===== src/hdl/mh2_pkg.sv =====
// ---------------------------------------------------------------------------
// mh2_pkg
// Types and constants shared by the MurmurHash2 stream block.
// ---------------------------------------------------------------------------
`default_nettype none

package mh2_pkg;

    localparam logic [31:0] MIX_MUL     = 32'h5bd1e995;
    localparam int          MIX_SHIFT   = 24;
    localparam int          FIN_SHIFT_A = 13;
    localparam int          FIN_SHIFT_B = 15;

    // What the back end has to do with a word
    typedef enum logic [1:0] {
        KIND_NONE,
        KIND_PART,
        KIND_FULL
    } kind_t;

    typedef struct packed {
        logic [31:0] word;   // masked for partial words
        kind_t       kind;
        logic        first;
        logic [31:0] init;   // seed ^ key length
        logic        last;
    } item_t;

    typedef enum logic [2:0] {
        ST_IDLE,
        ST_K1,
        ST_K2,
        ST_HM,
        ST_PM,
        ST_FIN,
        ST_EMIT
    } back_state_t;

endpackage

`default_nettype wire


===== src/hdl/mh2_front.sv =====
// ---------------------------------------------------------------------------
// mh2_front
// Accept input items, classify and mask the word, form the start value.
// ---------------------------------------------------------------------------
`default_nettype none

module mh2_front (
    input  wire logic          clk,
    input  wire logic          rst_n,
    input  wire logic          cfg_we,
    input  wire logic [31:0]   cfg_wdata,
    input  wire logic          in_valid,
    output logic               in_ready,
    input  wire logic [31:0]   data_word,
    input  wire logic [2:0]    byte_count,
    input  wire logic          first_item,
    input  wire logic [30:0]   key_length,
    input  wire logic          last_item,
    output logic               push_valid,
    input  wire logic          push_ready,
    output mh2_pkg::item_t     push_item
);
    import mh2_pkg::*;

    logic [31:0] seed_reg;
    logic        stage_valid_reg;
    logic        stage_valid_next;
    item_t       stage_item_reg;
    item_t       item_next;
    logic        accept;

    assign in_ready   = !stage_valid_reg || push_ready;
    assign accept     = in_valid && in_ready;
    assign push_valid = stage_valid_reg;
    assign push_item  = stage_item_reg;

    always_comb
    begin
        item_next.first = first_item;
        item_next.last  = last_item;
        item_next.init  = seed_reg ^ {1'b0, key_length};
        case (byte_count)
            3'd0:
            begin
                item_next.kind = KIND_NONE;
                item_next.word = '0;
            end
            3'd1:
            begin
                item_next.kind = KIND_PART;
                item_next.word = {24'd0, data_word[7:0]};
            end
            3'd2:
            begin
                item_next.kind = KIND_PART;
                item_next.word = {16'd0, data_word[15:0]};
            end
            3'd3:
            begin
                item_next.kind = KIND_PART;
                item_next.word = {8'd0, data_word[23:0]};
            end
            default:
            begin
                // saturate: four bytes and above are a full word
                item_next.kind = KIND_FULL;
                item_next.word = data_word;
            end
        endcase
    end

    assign stage_valid_next = accept || (stage_valid_reg && !push_ready);

    always_ff @(posedge clk or negedge rst_n)
    begin
        if (!rst_n)
        begin
            seed_reg        <= '0;
            stage_valid_reg <= 1'b0;
        end
        else
        begin
            if (cfg_we)
            begin
                seed_reg <= cfg_wdata;
            end
            stage_valid_reg <= stage_valid_next;
        end
    end

    always_ff @(posedge clk)
    begin
        if (accept)
        begin
            stage_item_reg <= item_next;
        end
    end

endmodule

`default_nettype wire


===== src/hdl/mh2_fifo.sv =====
// ---------------------------------------------------------------------------
// mh2_fifo
// Short queue of classified items between front and back end.
// ---------------------------------------------------------------------------
`default_nettype none

module mh2_fifo #(
    parameter int DEPTH = 2
) (
    input  wire logic          clk,
    input  wire logic          rst_n,
    input  wire logic          push_valid,
    output logic               push_ready,
    input  wire mh2_pkg::item_t push_item,
    output logic               pop_valid,
    input  wire logic          pop_ready,
    output mh2_pkg::item_t     pop_item
);
    import mh2_pkg::*;

    localparam int PTR_W = (DEPTH > 1) ? $clog2(DEPTH) : 1;
    localparam int CNT_W = $clog2(DEPTH + 1);

    item_t            entry_reg [DEPTH];
    logic [PTR_W-1:0] wr_ptr_reg;
    logic [PTR_W-1:0] wr_ptr_next;
    logic [PTR_W-1:0] rd_ptr_reg;
    logic [PTR_W-1:0] rd_ptr_next;
    logic [CNT_W-1:0] count_reg;
    logic [CNT_W-1:0] count_next;
    logic             do_push;
    logic             do_pop;

    assign push_ready = (count_reg != CNT_W'(DEPTH));
    assign pop_valid  = (count_reg != '0);
    assign pop_item   = entry_reg[rd_ptr_reg];
    assign do_push    = push_valid && push_ready;
    assign do_pop     = pop_valid && pop_ready;

    always_comb
    begin
        wr_ptr_next = wr_ptr_reg;
        rd_ptr_next = rd_ptr_reg;
        count_next  = count_reg;
        if (do_push)
        begin
            wr_ptr_next = (wr_ptr_reg == PTR_W'(DEPTH - 1)) ? '0 : wr_ptr_reg + 1'b1;
        end
        if (do_pop)
        begin
            rd_ptr_next = (rd_ptr_reg == PTR_W'(DEPTH - 1)) ? '0 : rd_ptr_reg + 1'b1;
        end
        if (do_push && !do_pop)
        begin
            count_next = count_reg + 1'b1;
        end
        else if (do_pop && !do_push)
        begin
            count_next = count_reg - 1'b1;
        end
    end

    always_ff @(posedge clk or negedge rst_n)
    begin
        if (!rst_n)
        begin
            wr_ptr_reg <= '0;
            rd_ptr_reg <= '0;
            count_reg  <= '0;
        end
        else
        begin
            wr_ptr_reg <= wr_ptr_next;
            rd_ptr_reg <= rd_ptr_next;
            count_reg  <= count_next;
        end
    end

    always_ff @(posedge clk)
    begin
        if (do_push)
        begin
            entry_reg[wr_ptr_reg] <= push_item;
        end
    end

endmodule

`default_nettype wire


===== src/hdl/mh2_back.sv =====
// ---------------------------------------------------------------------------
// mh2_back
// Hash engine: one shared constant multiplier stepped by a sequencer.
// ---------------------------------------------------------------------------
`default_nettype none

module mh2_back (
    input  wire logic           clk,
    input  wire logic           rst_n,
    input  wire logic           pop_valid,
    output logic                pop_ready,
    input  wire mh2_pkg::item_t pop_item,
    output logic                out_valid,
    input  wire logic           out_ready,
    output logic [31:0]         hash_value
);
    import mh2_pkg::*;

    back_state_t state_reg;
    back_state_t state_next;
    logic [31:0] h_reg;          // running hash
    logic [31:0] h_next;
    logic [31:0] mul_reg;
    logic [31:0] mul_next;
    logic [31:0] mul_in;
    logic [31:0] k_reg;
    logic [31:0] k_next;
    logic        last_reg;
    logic        last_next;
    logic        out_valid_reg;
    logic        out_valid_next;
    logic [31:0] out_value_reg;
    logic [31:0] out_value_next;
    logic [31:0] h_start;
    logic        load_out;

    assign out_valid  = out_valid_reg;
    assign hash_value = out_value_reg;
    assign h_start    = pop_item.first ? pop_item.init : h_reg;
    assign mul_next   = mul_in * MIX_MUL;

    always_comb
    begin
        state_next = state_reg;
        h_next     = h_reg;
        k_next     = k_reg;
        last_next  = last_reg;
        mul_in     = h_reg;
        pop_ready  = 1'b0;
        load_out   = 1'b0;
        out_value_next = out_value_reg;
        case (state_reg)
            ST_IDLE:
            begin
                pop_ready = 1'b1;
                if (pop_valid)
                begin
                    last_next = pop_item.last;
                    case (pop_item.kind)
                        KIND_FULL:
                        begin
                            h_next     = h_start;
                            mul_in     = pop_item.word;
                            state_next = ST_K1;
                        end
                        KIND_PART:
                        begin
                            mul_in     = h_start ^ pop_item.word;
                            state_next = ST_PM;
                        end
                        default:
                        begin
                            h_next     = h_start;
                            state_next = pop_item.last ? ST_FIN : ST_IDLE;
                        end
                    endcase
                end
            end
            ST_K1:
            begin
                mul_in     = mul_reg ^ (mul_reg >> MIX_SHIFT);
                state_next = ST_K2;
            end
            ST_K2:
            begin
                k_next     = mul_reg;
                mul_in     = h_reg;
                state_next = ST_HM;
            end
            ST_HM:
            begin
                h_next     = mul_reg ^ k_reg;
                state_next = last_reg ? ST_FIN : ST_IDLE;
            end
            ST_PM:
            begin
                h_next     = mul_reg;
                state_next = last_reg ? ST_FIN : ST_IDLE;
            end
            ST_FIN:
            begin
                mul_in     = h_reg ^ (h_reg >> FIN_SHIFT_A);
                state_next = ST_EMIT;
            end
            ST_EMIT:
            begin
                // keep the finaliser product steady while the slot is busy
                mul_in = h_reg ^ (h_reg >> FIN_SHIFT_A);
                // hold until the output slot is free
                if (!out_valid_reg || out_ready)
                begin
                    load_out       = 1'b1;
                    out_value_next = mul_reg ^ (mul_reg >> FIN_SHIFT_B);
                    state_next     = ST_IDLE;
                end
            end
            default:
            begin
                state_next = ST_IDLE;
            end
        endcase
    end

    assign out_valid_next = load_out || (out_valid_reg && !out_ready);

    always_ff @(posedge clk or negedge rst_n)
    begin
        if (!rst_n)
        begin
            state_reg     <= ST_IDLE;
            h_reg         <= '0;
            last_reg      <= 1'b0;
            out_valid_reg <= 1'b0;
        end
        else
        begin
            state_reg     <= state_next;
            h_reg         <= h_next;
            last_reg      <= last_next;
            out_valid_reg <= out_valid_next;
        end
    end

    always_ff @(posedge clk)
    begin
        mul_reg       <= mul_next;
        k_reg         <= k_next;
        out_value_reg <= out_value_next;
    end

endmodule

`default_nettype wire


===== src/hdl/murmur2_hash_stream_top.sv =====
// ---------------------------------------------------------------------------
// murmur2_hash_stream_top
// Streaming 32-bit MurmurHash2 over little-endian key words.
// ---------------------------------------------------------------------------
// Feed a key as a run of 32-bit words, first byte in bits 7:0; mark the first
// word with first_item (key_length is read there and seeds the hash as
// hash_seed ^ key_length) and the final word with last_item, which yields one
// hash_value item. byte_count gives the valid bytes (above four counts as
// four); an empty key is a single item with both marks and no bytes. Write
// the seed through cfg_we/cfg_wdata only while the block is idle. The back
// end owns one 32x32 constant multiplier and steps it once a cycle: a full
// word passes K1, K2 and HM, a partial word PM, and a last item then FIN and
// EMIT for the finalizer; it takes no new item until back in IDLE. A front
// register and a short queue (QUEUE_DEPTH items) sit ahead of it, and an
// output register behind it, so input and output stall independently.
// ---------------------------------------------------------------------------
`default_nettype none

module murmur2_hash_stream_top #(
    parameter int QUEUE_DEPTH = 2
) (
    input  wire logic        clk,
    input  wire logic        rst_n,
    input  wire logic        cfg_we,
    input  wire logic [31:0] cfg_wdata,
    input  wire logic        in_valid,
    output logic             in_ready,
    input  wire logic [31:0] data_word,
    input  wire logic [2:0]  byte_count,
    input  wire logic        first_item,
    input  wire logic [30:0] key_length,
    input  wire logic        last_item,
    output logic             out_valid,
    input  wire logic        out_ready,
    output logic [31:0]      hash_value
);
    import mh2_pkg::*;

    // Front to queue
    logic  push_valid;
    logic  push_ready;
    item_t push_item;
    // Queue to back end
    logic  pop_valid;
    logic  pop_ready;
    item_t pop_item;

    // Classify, mask partial words and form the start value
    mh2_front u_front (
        .clk        (clk),
        .rst_n      (rst_n),
        .cfg_we     (cfg_we),
        .cfg_wdata  (cfg_wdata),
        .in_valid   (in_valid),
        .in_ready   (in_ready),
        .data_word  (data_word),
        .byte_count (byte_count),
        .first_item (first_item),
        .key_length (key_length),
        .last_item  (last_item),
        .push_valid (push_valid),
        .push_ready (push_ready),
        .push_item  (push_item)
    );

    // Decouple the front from the multi-cycle engine
    mh2_fifo #(
        .DEPTH (QUEUE_DEPTH)
    ) u_fifo (
        .clk        (clk),
        .rst_n      (rst_n),
        .push_valid (push_valid),
        .push_ready (push_ready),
        .push_item  (push_item),
        .pop_valid  (pop_valid),
        .pop_ready  (pop_ready),
        .pop_item   (pop_item)
    );

    // Mix, fold, finalise and hold the result
    mh2_back u_back (
        .clk        (clk),
        .rst_n      (rst_n),
        .pop_valid  (pop_valid),
        .pop_ready  (pop_ready),
        .pop_item   (pop_item),
        .out_valid  (out_valid),
        .out_ready  (out_ready),
        .hash_value (hash_value)
    );

endmodule

`default_nettype wire


===== config.mk =====
export PLATFORM = sky130hd
export DESIGN_NAME = murmur2_hash_stream_top
export DESIGN_NICKNAME = d
export VERILOG_FILES = /design/src/hdl/mh2_pkg.sv /design/src/hdl/mh2_front.sv /design/src/hdl/mh2_fifo.sv /design/src/hdl/mh2_back.sv /design/src/hdl/murmur2_hash_stream_top.sv
export SDC_FILE = /design/constraint.sdc
export NUM_CORES = 1
export LEC_CHECK = 0
export ABC_CLOCK_PERIOD_IN_PS = 18600
export BUFFER_PORTS_ARGS = -buffer_cell sky130_fd_sc_hd__buf_2
export CAP_MARGIN = 40
export CORE_ASPECT_RATIO = 0.75
export CORE_MARGIN = 5
export CORE_UTILIZATION = 40
export CTS_CLUSTER_SIZE = 8
export DETAILED_ROUTE_END_ITERATION = 10
export HOLD_SLACK_MARGIN = 0.02
export PLACE_DENSITY = 0.65
export SYNTH_ARGS = -nofsm -noshare
export SYNTH_HDL_FRONTEND = slang
export SYNTH_SLANG_ARGS = --single-unit

===== constraint.sdc =====
create_clock -name clk -period 18.6 [get_ports clk]
set_clock_uncertainty 0.15 [all_clocks]
set_input_delay 3.72 -clock clk [delete_from_list [all_inputs] [get_ports clk]]
set_output_delay 3.72 -clock clk [all_outputs]
set_load 0.02 [all_outputs]

==> impl_results.md <==
- CP Max Fanout: 24
- Most used cell, CP: inv_1
- First DRT Iteration DRCs: 1424
- Mux contribution to synthesized area: 0.0501
- R2R Path Start: u_fifo.rd_ptr_reg
- Filler Cell Count: 5701
- Layout cells sized above 1: 0.139
- Clock slew seen by the registers of the worst setup and hold paths: 0.05 ns
- Number of CTS-inserted buffers: 54
- Area grow syn2layout: 13.9%
- Post-Synth Simple-Gate Area: 0.0560
- Most numerous cell in the Yosys netlist: inv_1
- Die H: 225 µm
- DR WL/cell: 21.4 µm
- Post-CTS Resized: 0
- Distinct cells, synth: 73
- Root buffer cell: clkbuf_16
- Max reg flops: 136
- Worst Path Required: 18.89 ns
- RSZ-0062 raised after global routing: false
- Setup CP Type: register to register
- DP Cell Count: 3010
- Initial Util: 0.401
- MaxCap Viol Count: 0
- YS warnings: 0
- Origin of the worst min-delay path: u_front.push_item[61]
- Tmin final: 9.88 ns
- Status: finished clean
- Die area: 67000 µm²
- Post-CTS Setup Bufs: 0
- Fin crit share: 0.531
- Slew @ Worst Pin: 0.846 ns
- Post-synth top area share: 0.325
- #FFs+latches synth: 374
- HPWL after detailed placement: 50100 µm
- First-pass GRT wire length: 104000 µm
- Via density: 5.24
- Grt ovf: 0
- Die width: 297 µm
- N_diodes: 0
- Core Region: 61700 µm²
- Non-Filler Instances: 3111
- # clock sinks: 374
- Final setup viols: 0
- Gr usage total: 0.200
- WL final: 66700 µm
- Area post-placement: 26600 µm²
- # DRC: 0
- XOR/XNOR share of the synthesized area: 0.0540
- Syn Nets: 2598
- Worst hold path class: register to register
- Startpoint Class: register
- Skew-Pair Late Insertion Delay: 0.59 ns
- H-tree depth: 2
- # nets final: 2761
- I/O pins: 139
- Commonest cells in the netlist: 379 x inv_1, 268 x edfxtp_1, 219 x ha_1, 181 x fa_1, 97 x nor2_1
- TritonRoute pass-1 iters: 6
- Synth Instances: 2093
- Slowest-stage cell, CP: dfrtp_4
- Largest family of logic cells by synthesized area: adder cells
- Antenna violations before repair: 0
- Post-synth top flop: edfxtp_1
- Antenna-violating nets left: 0
- Seq/Total Area, Yosys: 0.426
- Synth area leaders: edfxtp_1 33%, fa_1 15%, ha_1 11%, dfrtp_1 7.5%, inv_1 5.7%
- Post-route cell area: 28200 µm²
- Critical path data arrival time: 10.17 ns
- Critical Path Start: u_fifo.rd_ptr_reg
- CTS tree: done
- Area leader, netlist: edfxtp_1
- Endpoint class of the critical path: register
- Post-synth EDFFs: 268
- FMAX: 101 MHz
- Vias in the first global route: 17400
- Number of port buffers: 138
- Ys async rst share: 0.198
- Post-synthesis compound-gate area fraction: 0.0865
- RD Place Congestion: 0.921
- Final Hold Fails: 0
- Vias: 16300
- Setup TNS: 0 ns
- Rel. slew slack: 0.431
- Final max-slew violation count: 0
- Largest net degree at the start of global routing: 65
- Row count: 79
- Critical Path Max Stage Delay: 0.70 ns
- CTS Hold Buffers Added: 0
- Netlist Area Pre-Place: 24700 µm²
- Adder-Cell Fraction of Synth Area: 0.257
- Mean area per synthesized cell: 11.8 µm²
- Clock buffer depth: 3
-- cells by family after synthesis --
logic type,after synthesis
DFF,374
adders and majority gates,400
AOI/OAI and AO/OA,328
buffers and inverters,449
muxes,114
xor gates and xnor gates,151
and+or+nand+nor,277
-- worst max-delay path: cells and delay by family, from the launching register on --
| family | cells | cell delay (ns) |
|---|---|---|
| multiplexers | 1 | 0.28 |
| flip-flops | 1 | 0.70 |
| buffers and inverters | 7 | 1.05 |
| adder cells (fa/ha/maj) | 10 | 4.03 |
| AO/OA/AOI/OAI | 12 | 3.36 |
| XOR/XNOR | 1 | 0.12 |
-- placed cells by master (no fill, tap or decap), types with 11 or more instances in the layout --
master and count:
xnor2_1 71, ha_1 219, buf_2 137, edfxtp_1 268, dfrtp_1 73, clkbuf_1 39
and2_1 15, mux2i_1 56, a21o_1 12, nand2_1 51, nor2_1 95, nand3b_1 32
o21ai_0 88, xor2_1 79, a22oi_1 38, a21oi_1 65, dfxtp_1 32, nand3_1 18
mux2_2 52, a31oi_1 34, inv_1 379, fa_1 181, nor2b_1 26, buf_4 34
clkbuf_16 56, a222oi_1 13, o22a_1 11
-- metrics by stage --
step / setup slack [ns] / hold WS (ns) / util
after floorplan: 9.12 / 0.271 / -
final: 8.72 / 0.284 / 0.457
after CTS: 8.87 / 0.281 / 0.457
after global routing: 8.24 / 0.303 / 0.457
after global placement: 9.03 / 0.276 / 0.428
after detailed placement: 8.92 / 0.282 / 0.430
-- final timing paths --
kind | endpoint | slack (ns) | depth (start not counted)
max | u_back.mul_reg[31] | 8.72 | 31
min | u_fifo.entry_reg[0][61] | 0.28 | 0
max reg2reg | u_back.mul_reg[31] | 8.72 | 31
min reg2reg | u_fifo.entry_reg[0][61] | 0.28 | 0
max in group asynchronous | u_fifo.rd_ptr_reg | 14.21 | 2
min in group asynchronous | u_front.seed_reg[5] | 2.94 | 1
-- area by class of cell --
cell class / count / area (µm²) / area share
sequential: 374 / 10500 / 0.374
timing repair buffer: 175 / 1040 / 0.0370
tap: 810 / 1010 / 0.0359
inverter: 381 / 1430 / 0.0507
multi-input combinational: 1270 / 12500 / 0.444
clock inverter: 5 / 81.3 / 0.00288
clock buffer: 96 / 1560 / 0.0554
-- metal layers --
metal,track usage,part of all wire
met3,0.0468,0.083
met2,0.294,0.42
met5,0,0
met1,0.298,0.48
met4,0.0516,0.025
Power is left out: the tool's default activity adds up to more than one toggle a clock period on the data nets, which glitch-free logic cannot reach.
